<file path="config.mk">
export PLATFORM = sky130hd
export DESIGN_NAME = sha256_hash_engine_core
export DESIGN_NICKNAME = d
export VERILOG_FILES = /design/src/rtl/sha_pkg.sv /design/src/rtl/sha256_hash_engine_core.sv /design/src/rtl/sha_ram.sv
export SDC_FILE = /design/constraint.sdc
export NUM_CORES = 2
export LEC_CHECK = 0
export ABC_CLOCK_PERIOD_IN_PS = 36900
export BUFFER_PORTS_ARGS = -buffer_cell sky130_fd_sc_hd__buf_4
export CAP_MARGIN = 0
export CORE_UTILIZATION = 60
export CTS_CLUSTER_DIAMETER = 100
export DETAILED_ROUTE_END_ITERATION = 8
export HOLD_SLACK_MARGIN = 0.1
export PLACE_DENSITY = 0.76
export SYNTH_ARGS = -nofsm -noshare
export SYNTH_HDL_FRONTEND = slang
export SYNTH_SLANG_ARGS = --single-unit
</file>
<file path="constraint.sdc">
create_clock -name aclk -period 36.9 [get_ports aclk]
set_clock_uncertainty 0.15 [all_clocks]
set_input_delay 7.38 -clock aclk [delete_from_list [all_inputs] [get_ports aclk]]
set_output_delay 7.38 -clock aclk [all_outputs]
set_load 0.02 [all_outputs]
</file>
<file path="src/rtl/sha_pkg.sv">
// Package: SHA-256 constants, round tables and bit functions.
`default_nettype none
package sha_pkg;

    localparam int WORD_W     = 32;
    localparam int BLK_WORDS  = 16;
    localparam int BLK_AW     = 4;
    localparam int BYTE_W     = 8;
    localparam int LEN_W      = 64;
    localparam int ROUNDS     = 64;
    localparam int RND_W      = 7;
    localparam int PAD_POS    = 56;

    typedef logic [WORD_W-1:0] word_t;

    localparam logic [BYTE_W-1:0] PAD_MARK = 8'h80;

    function automatic word_t iv_word(input logic [2:0] idx);
        word_t v;
        case (idx)
            3'd0:    v = 32'h6a09e667;
            3'd1:    v = 32'hbb67ae85;
            3'd2:    v = 32'h3c6ef372;
            3'd3:    v = 32'ha54ff53a;
            3'd4:    v = 32'h510e527f;
            3'd5:    v = 32'h9b05688c;
            3'd6:    v = 32'h1f83d9ab;
            default: v = 32'h5be0cd19;
        endcase
        return v;
    endfunction

    localparam word_t ROUND_K [ROUNDS] = '{
        32'h428a2f98, 32'h71374491, 32'hb5c0fbcf, 32'he9b5dba5,
        32'h3956c25b, 32'h59f111f1, 32'h923f82a4, 32'hab1c5ed5,
        32'hd807aa98, 32'h12835b01, 32'h243185be, 32'h550c7dc3,
        32'h72be5d74, 32'h80deb1fe, 32'h9bdc06a7, 32'hc19bf174,
        32'he49b69c1, 32'hefbe4786, 32'h0fc19dc6, 32'h240ca1cc,
        32'h2de92c6f, 32'h4a7484aa, 32'h5cb0a9dc, 32'h76f988da,
        32'h983e5152, 32'ha831c66d, 32'hb00327c8, 32'hbf597fc7,
        32'hc6e00bf3, 32'hd5a79147, 32'h06ca6351, 32'h14292967,
        32'h27b70a85, 32'h2e1b2138, 32'h4d2c6dfc, 32'h53380d13,
        32'h650a7354, 32'h766a0abb, 32'h81c2c92e, 32'h92722c85,
        32'ha2bfe8a1, 32'ha81a664b, 32'hc24b8b70, 32'hc76c51a3,
        32'hd192e819, 32'hd6990624, 32'hf40e3585, 32'h106aa070,
        32'h19a4c116, 32'h1e376c08, 32'h2748774c, 32'h34b0bcb5,
        32'h391c0cb3, 32'h4ed8aa4a, 32'h5b9cca4f, 32'h682e6ff3,
        32'h748f82ee, 32'h78a5636f, 32'h84c87814, 32'h8cc70208,
        32'h90befffa, 32'ha4506ceb, 32'hbef9a3f7, 32'hc67178f2
    };

    function automatic word_t rotr(input word_t x, input int n);
        return (x >> n) | (x << (WORD_W - n));
    endfunction

    function automatic word_t ssig0(input word_t x);
        return rotr(x, 7) ^ rotr(x, 18) ^ (x >> 3);
    endfunction

    function automatic word_t ssig1(input word_t x);
        return rotr(x, 17) ^ rotr(x, 19) ^ (x >> 10);
    endfunction

    function automatic word_t bsig0(input word_t x);
        return rotr(x, 2) ^ rotr(x, 13) ^ rotr(x, 22);
    endfunction

    function automatic word_t bsig1(input word_t x);
        return rotr(x, 6) ^ rotr(x, 11) ^ rotr(x, 25);
    endfunction

endpackage
`default_nettype wire

</file>
<file path="src/rtl/sha256_hash_engine_core.sv">
// Top level: byte-fed SHA-256 engine with block buffer RAM and iterative rounds.
//
//  channel | dir | tdata           | tuser          | tlast
//  s_      | in  | byte_value[7:0] | has_byte       | last_item
//  m_      | out | digest_word     | word_index[2:0]| last_word
//
// One data byte is taken per cycle while s_tready is high; a byte that fills
// a block starts a compression (prefetch, 64 rounds plus a schedule step,
// hash update) by the single round unit. The final item is followed by
// padding, one byte per cycle between block compressions (one or two), then
// eight output transactions. Reset loads the initial hash and clears the
// counters. s_tready is low during padding, compression and digest output.
`default_nettype none
module sha256_hash_engine_core (
    input  wire logic         aclk,
    input  wire logic         aresetn,
    input  wire logic         s_tvalid,
    output logic              s_tready,
    input  wire logic [7:0]   s_tdata,   // [7:0] byte_value
    input  wire logic         s_tuser,   // [0] has_byte
    input  wire logic         s_tlast,
    output logic              m_tvalid,
    input  wire logic         m_tready,
    output logic [31:0]       m_tdata,   // [31:0] digest_word
    output logic [2:0]        m_tuser,   // [2:0] word_index
    output logic              m_tlast
);
    import sha_pkg::*;

    localparam logic [2:0] ST_IDLE = 3'd0;
    localparam logic [2:0] ST_PAD  = 3'd1;
    localparam logic [2:0] ST_PRE  = 3'd2;
    localparam logic [2:0] ST_RND  = 3'd3;
    localparam logic [2:0] ST_HUPD = 3'd4;
    localparam logic [2:0] ST_OUT  = 3'd5;

    logic [2:0]        state_reg, state_next;
    logic [5:0]        pos_reg, pos_next;
    logic [23:0]       part_reg, part_next;
    logic [LEN_W-1:0]  count_reg, count_next;
    logic              pad_act_reg, pad_act_next;
    logic              mark_reg, mark_next;
    logic [2:0]        len_cnt_reg, len_cnt_next;
    logic              fin_reg, fin_next;
    logic [RND_W-1:0]  rnd_reg, rnd_next;
    logic [2:0]        oidx_reg, oidx_next;
    word_t             hash_reg [8];
    word_t             var_reg  [8];
    word_t             win_reg  [BLK_WORDS];

    logic              s_hs, m_hs;
    logic              put_vld;
    logic [BYTE_W-1:0] put_byte;
    logic [5:0]        put_pos1;
    logic              ram_we;
    logic [BLK_AW-1:0] ram_raddr;
    word_t             ram_rdata;
    word_t             w_new, t1, t2;
    logic [5:0]        kidx;
    logic [2:0]        len_sh;
    logic              block_done;

    assign s_tready = (state_reg == ST_IDLE);
    assign m_tvalid = (state_reg == ST_OUT);
    assign s_hs     = s_tvalid && s_tready;
    assign m_hs     = m_tvalid && m_tready;
    assign m_tdata  = hash_reg[oidx_reg];
    assign m_tuser  = oidx_reg;
    assign m_tlast  = (oidx_reg == 3'd7);

    // select the byte to pack: input byte or padding byte
    assign len_sh = 3'd7 - len_cnt_reg;
    always_comb begin
        put_vld  = 1'b0;
        put_byte = s_tdata;
        if (state_reg == ST_IDLE) begin
            put_vld = s_hs && s_tuser;
        end else if (state_reg == ST_PAD) begin
            put_vld = 1'b1;
            if (!mark_reg) begin
                put_byte = PAD_MARK;
            end else if (pos_reg != 6'(PAD_POS) && len_cnt_reg == 3'd0) begin
                put_byte = '0;
            end else begin
                put_byte = count_reg[{len_sh, 3'b000} +: BYTE_W];
            end
        end
    end

    assign put_pos1   = pos_reg + 6'd1;
    assign block_done = put_vld && (pos_reg == 6'd63);
    // writes happen only while packing; reads only during compression
    assign ram_we     = put_vld && (pos_reg[1:0] == 2'd3);
    assign ram_raddr  = (state_reg == ST_RND) ? BLK_AW'(rnd_reg + 7'd1) : '0;

    sha_ram #(.WIDTH(WORD_W), .DEPTH(BLK_WORDS)) u_blk_ram (
        .aclk  (aclk),
        .we    (ram_we),
        .waddr (pos_reg[5:2]),
        .wdata ({part_reg, put_byte}),
        .raddr (ram_raddr),
        .rdata (ram_rdata)
    );

    // schedule word and round datapath
    assign kidx  = 6'(rnd_reg - 7'd1);
    assign w_new = (rnd_reg < 7'(BLK_WORDS)) ? ram_rdata
                 : ssig1(win_reg[14]) + win_reg[9] + ssig0(win_reg[1]) + win_reg[0];
    assign t1 = var_reg[7] + bsig1(var_reg[4])
              + ((var_reg[4] & var_reg[5]) ^ (~var_reg[4] & var_reg[6]))
              + ROUND_K[kidx] + win_reg[15];
    assign t2 = bsig0(var_reg[0])
              + ((var_reg[0] & var_reg[1]) ^ (var_reg[0] & var_reg[2])
                 ^ (var_reg[1] & var_reg[2]));

    // control next state
    always_comb begin
        state_next   = state_reg;
        pos_next     = pos_reg;
        part_next    = part_reg;
        count_next   = count_reg;
        pad_act_next = pad_act_reg;
        mark_next    = mark_reg;
        len_cnt_next = len_cnt_reg;
        fin_next     = fin_reg;
        rnd_next     = rnd_reg;
        oidx_next    = oidx_reg;

        if (put_vld) begin
            pos_next  = put_pos1;
            part_next = {part_reg[15:0], put_byte};
        end

        unique case (state_reg)
            ST_IDLE: begin
                if (s_hs) begin
                    if (s_tuser) begin
                        count_next = count_reg + LEN_W'(8);
                    end
                    if (s_tlast) begin
                        pad_act_next = 1'b1;
                        state_next   = ST_PAD;
                    end
                    if (block_done) begin
                        state_next = ST_PRE;
                    end
                end
            end
            ST_PAD: begin
                if (!mark_reg) begin
                    mark_next = 1'b1;
                end else if (pos_reg != 6'(PAD_POS) || len_cnt_reg != 3'd0) begin
                    if (pos_reg == 6'(PAD_POS) || len_cnt_reg != 3'd0) begin
                        len_cnt_next = len_cnt_reg + 3'd1;
                        if (len_cnt_reg == 3'd7) begin
                            fin_next = 1'b1;
                        end
                    end
                end else begin
                    len_cnt_next = 3'd1;
                end
                if (block_done) begin
                    state_next = ST_PRE;
                end
            end
            ST_PRE: begin
                rnd_next   = '0;
                state_next = ST_RND;
            end
            ST_RND: begin
                if (rnd_reg == 7'(ROUNDS)) begin
                    state_next = ST_HUPD;
                end else begin
                    rnd_next = rnd_reg + 7'd1;
                end
            end
            ST_HUPD: begin
                if (fin_reg) begin
                    oidx_next  = '0;
                    state_next = ST_OUT;
                end else if (pad_act_reg) begin
                    state_next = ST_PAD;
                end else begin
                    state_next = ST_IDLE;
                end
            end
            ST_OUT: begin
                if (m_hs) begin
                    oidx_next = oidx_reg + 3'd1;
                    if (oidx_reg == 3'd7) begin
                        state_next   = ST_IDLE;
                        pos_next     = '0;
                        count_next   = '0;
                        pad_act_next = 1'b0;
                        mark_next    = 1'b0;
                        len_cnt_next = '0;
                        fin_next     = 1'b0;
                    end
                end
            end
            default: state_next = ST_IDLE;
        endcase
    end

    // control registers
    always_ff @(posedge aclk) begin
        if (!aresetn) begin
            state_reg   <= ST_IDLE;
            pos_reg     <= '0;
            count_reg   <= '0;
            pad_act_reg <= 1'b0;
            mark_reg    <= 1'b0;
            len_cnt_reg <= '0;
            fin_reg     <= 1'b0;
            rnd_reg     <= '0;
            oidx_reg    <= '0;
        end else begin
            state_reg   <= state_next;
            pos_reg     <= pos_next;
            count_reg   <= count_next;
            pad_act_reg <= pad_act_next;
            mark_reg    <= mark_next;
            len_cnt_reg <= len_cnt_next;
            fin_reg     <= fin_next;
            rnd_reg     <= rnd_next;
            oidx_reg    <= oidx_next;
        end
    end

    // partial word and schedule window
    always_ff @(posedge aclk) begin
        part_reg <= part_next;
        if (state_reg == ST_RND && rnd_reg != 7'(ROUNDS)) begin
            for (int i = 0; i < BLK_WORDS - 1; i++) begin
                win_reg[i] <= win_reg[i+1];
            end
            win_reg[BLK_WORDS-1] <= w_new;
        end
    end

    // working variables: load, advance one round per cycle
    always_ff @(posedge aclk) begin
        if (state_reg == ST_PRE) begin
            for (int i = 0; i < 8; i++) begin
                var_reg[i] <= hash_reg[i];
            end
        end else if (state_reg == ST_RND && rnd_reg != '0) begin
            var_reg[0] <= t1 + t2;
            var_reg[1] <= var_reg[0];
            var_reg[2] <= var_reg[1];
            var_reg[3] <= var_reg[2];
            var_reg[4] <= var_reg[3] + t1;
            var_reg[5] <= var_reg[4];
            var_reg[6] <= var_reg[5];
            var_reg[7] <= var_reg[6];
        end
    end

    // running hash: reset to initial values (also after the last digest word), accumulate after each block
    always_ff @(posedge aclk) begin
        if (!aresetn || (m_hs && oidx_reg == 3'd7)) begin
            for (int i = 0; i < 8; i++) begin
                hash_reg[i] <= iv_word(3'(i));
            end
        end else if (state_reg == ST_HUPD) begin
            for (int i = 0; i < 8; i++) begin
                hash_reg[i] <= hash_reg[i] + var_reg[i];
            end
        end
    end

    // checks
    a_no_overlap: assert property (@(posedge aclk) disable iff (!aresetn)
        !(s_tready && m_tvalid)) else $error("input and output open together");
    a_ram_excl: assert property (@(posedge aclk) disable iff (!aresetn)
        ram_we |-> !(state_reg == ST_RND || state_reg == ST_PRE))
        else $error("block RAM written during compression");
    a_msg_end: assert property (@(posedge aclk) disable iff (!aresetn)
        (m_hs && m_tlast) |=> (pos_reg == '0 && count_reg == '0 && s_tready))
        else $error("engine not cleared after digest");
    a_rnd_range: assert property (@(posedge aclk) disable iff (!aresetn)
        (state_reg == ST_RND) |-> (rnd_reg <= 7'(ROUNDS)))
        else $error("round counter overrun");

endmodule
`default_nettype wire

</file>
<file path="src/rtl/sha_ram.sv">
// Generic single-port-write, registered-read RAM.
`default_nettype none
module sha_ram #(
    parameter int WIDTH = 32,
    parameter int DEPTH = 16
) (
    input  wire logic                     aclk,
    input  wire logic                     we,
    input  wire logic [$clog2(DEPTH)-1:0] waddr,
    input  wire logic [WIDTH-1:0]         wdata,
    input  wire logic [$clog2(DEPTH)-1:0] raddr,
    output logic      [WIDTH-1:0]         rdata
);
    logic [WIDTH-1:0] mem [DEPTH];

    // write port and registered read port
    always_ff @(posedge aclk) begin
        if (we) begin
            mem[waddr] <= wdata;
        end
        rdata <= mem[raddr];
    end
endmodule
`default_nettype wire
</file>
* After elaboration in Yosys (flattened, before gate mapping)
Memory sizes are Yosys's and may differ from the RTL's. A register that Yosys moved wholly into a read port is not among the register bits.
Index checks and enable logic that the tools add are counted.
** Word-level totals
- Latch bits :: 0
- Bits in writable memories :: 1536
- Memories kept :: 5
- Memory bits (read-only) :: 2048
- Bits in registers :: 113
- Logic and storage cells :: 233
** Cells by class
- Equality and inequality tests :: 28
- Multipliers :: 0
- Mux-type cells :: 89
- Magnitude comparators :: 2
- Add/subtract/negate cells :: 25
- Bitwise operators :: 44
- Shift operators :: 1
- Div/mod/pow operators :: 0
- Reductions and logical operators :: 29
** Memories
- (no name shown) :: depth 64, bits a word 32, read ports 1, clocked after memory_dff 0, wr ports 0, line sha256_hash_engine_core.sv:111 : + ROUND_K[kidx] + win_reg[15];
- u_blk_ram.mem :: depth 16, bits a word 32, read ports 1, clocked after memory_dff 1, wr ports 1, line sha_ram.sv:14 : logic [WIDTH-1:0] mem [DEPTH];
- win_reg :: depth 16, bits a word 32, read ports 16, clocked after memory_dff 0, wr ports 16, line sha256_hash_engine_core.sv:49 : word_t win_reg [BLK_WORDS];
- hash_reg :: depth 8, bits a word 32, read ports 9, clocked after memory_dff 1, wr ports 8, line sha256_hash_engine_core.sv:47 : word_t hash_reg [8];
- var_reg :: depth 8, bits a word 32, read ports 8, clocked after memory_dff 0, wr ports 8, line sha256_hash_engine_core.sv:48 : word_t var_reg [8];
** Operators with widths (number)
- $mux W32 :: 27
- $add A32 B32 Y32 :: 18
- $xor A32 B32 Y32 :: 9
- $mux W64 :: 4
- $and A32 B32 Y32 :: 5
- $pmux W64 S2 :: 1
- $add A64 B4 Y64 const B :: 1
- $shiftx A64 B7 Y8 :: 1
- $mux W3 :: 15
- $mux W8 :: 4
- $not A32 Y32 :: 1
- $or A10 B32 Y32 :: 1
- $or A13 B32 Y32 :: 1
- $or A14 B32 Y32 :: 1
- $or A15 B32 Y32 :: 1
- $or A19 B32 Y32 :: 1
- $or A21 B32 Y32 :: 1
- $or A25 B32 Y32 :: 1
- $or A26 B32 Y32 :: 1
- $or A30 B32 Y32 :: 1
- $or A7 B32 Y32 :: 1
- $xor A32 B22 Y32 :: 1
- $xor A32 B29 Y32 :: 1
- $mux W1 :: 25
- 40 further kinds :: 95

* Depth between registers and ports, before layout
An unclocked memory read counts as a cell.
- Depth in word-level cells :: 10
- Gate-level depth with buffers :: 46
- Gate-level depth less buffers :: 42

* Modules after synthesis
A second synthesis with hierarchy kept.
** Second synthesis, totals
- Cell total of the unflattened synthesis :: 7462
- Area total of the unflattened synthesis :: 90496.8 sq um
** By module, submodules not included
- sha256_hash_engine_core :: times used 1, cells each 6624, area each 70661.5 sq um
- sha_ram :: times used 1, cells each 838, area each 19835.3 sq um

* Worst setup path before layout
No wires, ideal clock.
- Path type :: register to register
- From :: register state_reg[2]
- To :: memory hash_reg[0][0] (netlist bit) (enable)
- Library setup time :: 1.227 ns
- Path slack :: 16.909 ns
- Cell stages (with the launch flop) :: 4
- Clock period less this slack :: 19.991 ns
- Arrival :: 18.614 ns
- Data required time :: 35.523 ns
- Buffers on the path :: 1
- Path through :: dfxtp_1 clkbuf_1 nand2b_1 o21ai_0
** RTL lines
- start, declared :: line sha256_hash_engine_core.sv:37 : logic [2:0] state_reg, state_next;
- start signal, assigned :: line sha256_hash_engine_core.sv:218 : state_reg <= state_next;
- end, declared :: line sha256_hash_engine_core.sv:47

==> results.txt <==
Synth warnings -> 0
Clock slew seen by the registers of the worst setup and hold paths -> 0.06 ns
Die Wd -> 392 µm
Fmax -> 85.0 MHz
Layout area overhead -> 9.09%
Vias in the first global route -> 60.4k
CTS root buf -> clkbuf_16
Mapped Nets -> 8416
Initial antenna violation count -> 6
Max VDD drop -> 0.172 mV
Top cell by count, worst path -> fa_1
Status -> completed
CTS Buf Count -> 175
R2R Setup Slk -> 25.13 ns
Post-synthesis instance area -> 91400 µm²
Post-synth top area share -> 0.513
Remaining DRCs -> 0
I/O Pins -> 52
Worst Path Arrival -> 12.14 ns
Gate Count Post-Synth -> 7807
Setup ws final -> 25.13 ns
Number of synthesized flops with an enable pin -> 1560
Die area -> 154000 µm²
Crit-path leading delay family -> adder cells
Core Box Area -> 150000 µm²
Rel. slew slack -> 0.0702
# resized after CTS -> 0
Max Cap Viol -> 0
Min cycle time layout -> 11.77 ns
Top_reg_cell synth -> edfxtp_1
DP HPWL -> 177 mm
Port Buf Inserts -> 51
Vias per cell -> 6.40
Total gr overflow -> 0
Avg Inst Size Synth -> 11.7 µm²
Max Slew Vio Count -> 0
First-pass GRT wire length -> 383 mm
First DRT Iteration DRCs -> 7621
Post-CTS Setup Inserts -> 0
Largest net degree at the start of global routing -> 174
Hold Crit Class -> reg2reg
Slew @ Worst Pin -> 1.36 ns
CTS H-Tree Depth -> 4
Top post-synthesis cells by area -> edfxtp_1 (51%), ha_1 (5.4%), nand2_1 (4.8%)
Hold WS -> 0.237 ns
TritonCTS sink count -> 1681
Post-synthesis sequential area ratio -> 0.539
Setup tns final -> 0 ns
Y dimension of the die -> 392 µm
Total Routed Length -> 257 mm
Filler instances -> 11.0k
Setup crit start kind -> flip-flop
Total power -> 0.00994 W
Per-cell routed wire length -> 25.9 µm
Crit share post-route -> 0.319
Cts hold-fix bufs -> 0
GPL Wtd Cong -> 1.02
Final ANT Viol Nets -> 0
Cell Pwr Density -> 99.8 nW/µm²
Largest stage delay, worst path -> 0.99 ns
Synth unique cells -> 93
Initial Util -> 0.607
DP Worst Slack -> 25.59 ns
Detailed-route via count -> 63.5k
Clk_lat worst skew -> 0.83 ns
CTS tree -> built
FF+latch count, synth -> 1681
Nets -> 8378
Final setup vio count -> 0
Max clock buf depth -> 3
Unrepaired setup endpoints after global routing -> no
Crit path kind -> reg2reg
Drt first pass iters -> 7
Synth area leader -> edfxtp_1
Pleak -> 36.0 nW
Worst setup EP type -> flip-flop
Asr flop ratio synth -> 0
CP max FO -> 66
FP Rows -> 142
WP buf/inv -> 7
GRT Total Usage -> 0.334
Worst Path Required -> 37.27 ns
Share of layout cells above drive strength 1 -> 0.0807
Final hold violation count -> 0
Slowest cell on the critical path -> o311ai_0
## power by group
group	switching (W)	total [W]	internal, W
clock network	0.000774	0.00176	0.000991
registers	0.000177	0.00251	0.00233
logic	0.00343	0.00567	0.00224
## synth_stat cells (12+ instances only)
library cell and number:
mux2_2 46, dfxtp_1 121, a21boi_0 15, mux4_2 109
nor2_1 424, mux2i_1 163, a211oi_1 168, nor2b_1 50
ha_1 398, fa_1 197, nand4_1 41, a21oi_1 410
nand3_1 99, o31ai_1 30, o21ai_0 410, nor4_1 18
o211ai_1 37, or2_2 14, nor3_1 90, nand2b_1 86
and2_1 96, a31o_2 13, edfxtp_1 1560, xnor2_1 363
nand2_1 1161, and3_1 49, or3_1 61, buf_1 43
o21a_1 56, o311ai_0 18, a21o_1 173, inv_1 345
a311oi_1 44, a221oi_1 16, o21bai_1 37, clkbuf_1 297
o22ai_1 12, buf_2 15, o221ai_1 18, a31oi_1 79
xor2_1 238
## layout by cell type (no fill, tap or decap), types with 49 or more instances in the layout
cell	synthesis	routed
a21oi_1	410	410
and2_1	96	94
and3_1	49	49
a211oi_1	168	168
edfxtp_1	1560	1560
fa_1	197	197
nand2_1	1161	1155
xor2_1	238	236
nand3_1	99	99
nor2b_1	50	50
buf_4	0	137
mux2i_1	163	163
nand2b_1	86	86
inv_1	345	344
dfxtp_1	121	116
or3_1	61	61
o21ai_0	410	403
mux4_2	109	109
a31oi_1	79	78
o21a_1	56	56
a21o_1	173	173
ha_1	398	397
xnor2_1	363	360
nor2_1	424	409
clkbuf_16	0	179
nor3_1	90	85
## layer usage
layer	wire length, µm	global-route usage
met5	0	0
met1	107000	0.487
met4	7610	0.0982
met2	114000	0.499
met3	27500	0.0781
## cell families after synthesis
group / after synthesis / synth area share
xor gates and xnor gates: 602 / 0.0579
DFF: 1681 / 0.539
AOI/OAI and AO/OA: 1655 / 0.116
buffers and inverters: 702 / 0.0290
and+or+nand+nor: 2250 / 0.110
adders and majority gates: 599 / 0.0981
muxes: 318 / 0.0504
## layout make-up
class	count	area [µm²]	area share
tap	2016	2520	0.0253
inverter	347	1310	0.0131
antenna	1	2.50	0.0000251
timing repair buffer	140	1090	0.0109
clock buffer	219	4710	0.0472
multi-input combinational	5424	39700	0.398
sequential	1681	49300	0.494
clock inverter	106	1060	0.0107
## per-stage QoR
step                       util  cells  area [µm²]
after floorplan               -   7807       91400
after global placement    0.624   9608       93900
after detailed placement  0.624   9608       93900
after CTS                 0.662   9933       99700
after global routing      0.662   9933       99700
final                     0.662   9934       99700
## worst paths after layout
check / depth (start not counted) / end / startpoint
setup / recovery: 39 / var_reg[0][28]$_DFFE_PP_ / rnd_reg[1]$_SDFFE_PN0P_
hold / removal: 0 / win_reg[0][85]$_DFFE_PP_ / win_reg[0][117]$_DFFE_PP_
setup reg to reg: 39 / var_reg[0][28]$_DFFE_PP_ / rnd_reg[1]$_SDFFE_PN0P_
hold reg to reg: 0 / win_reg[0][85]$_DFFE_PP_ / win_reg[0][117]$_DFFE_PP_
Note: power is estimated with default switching activity, not from simulation.
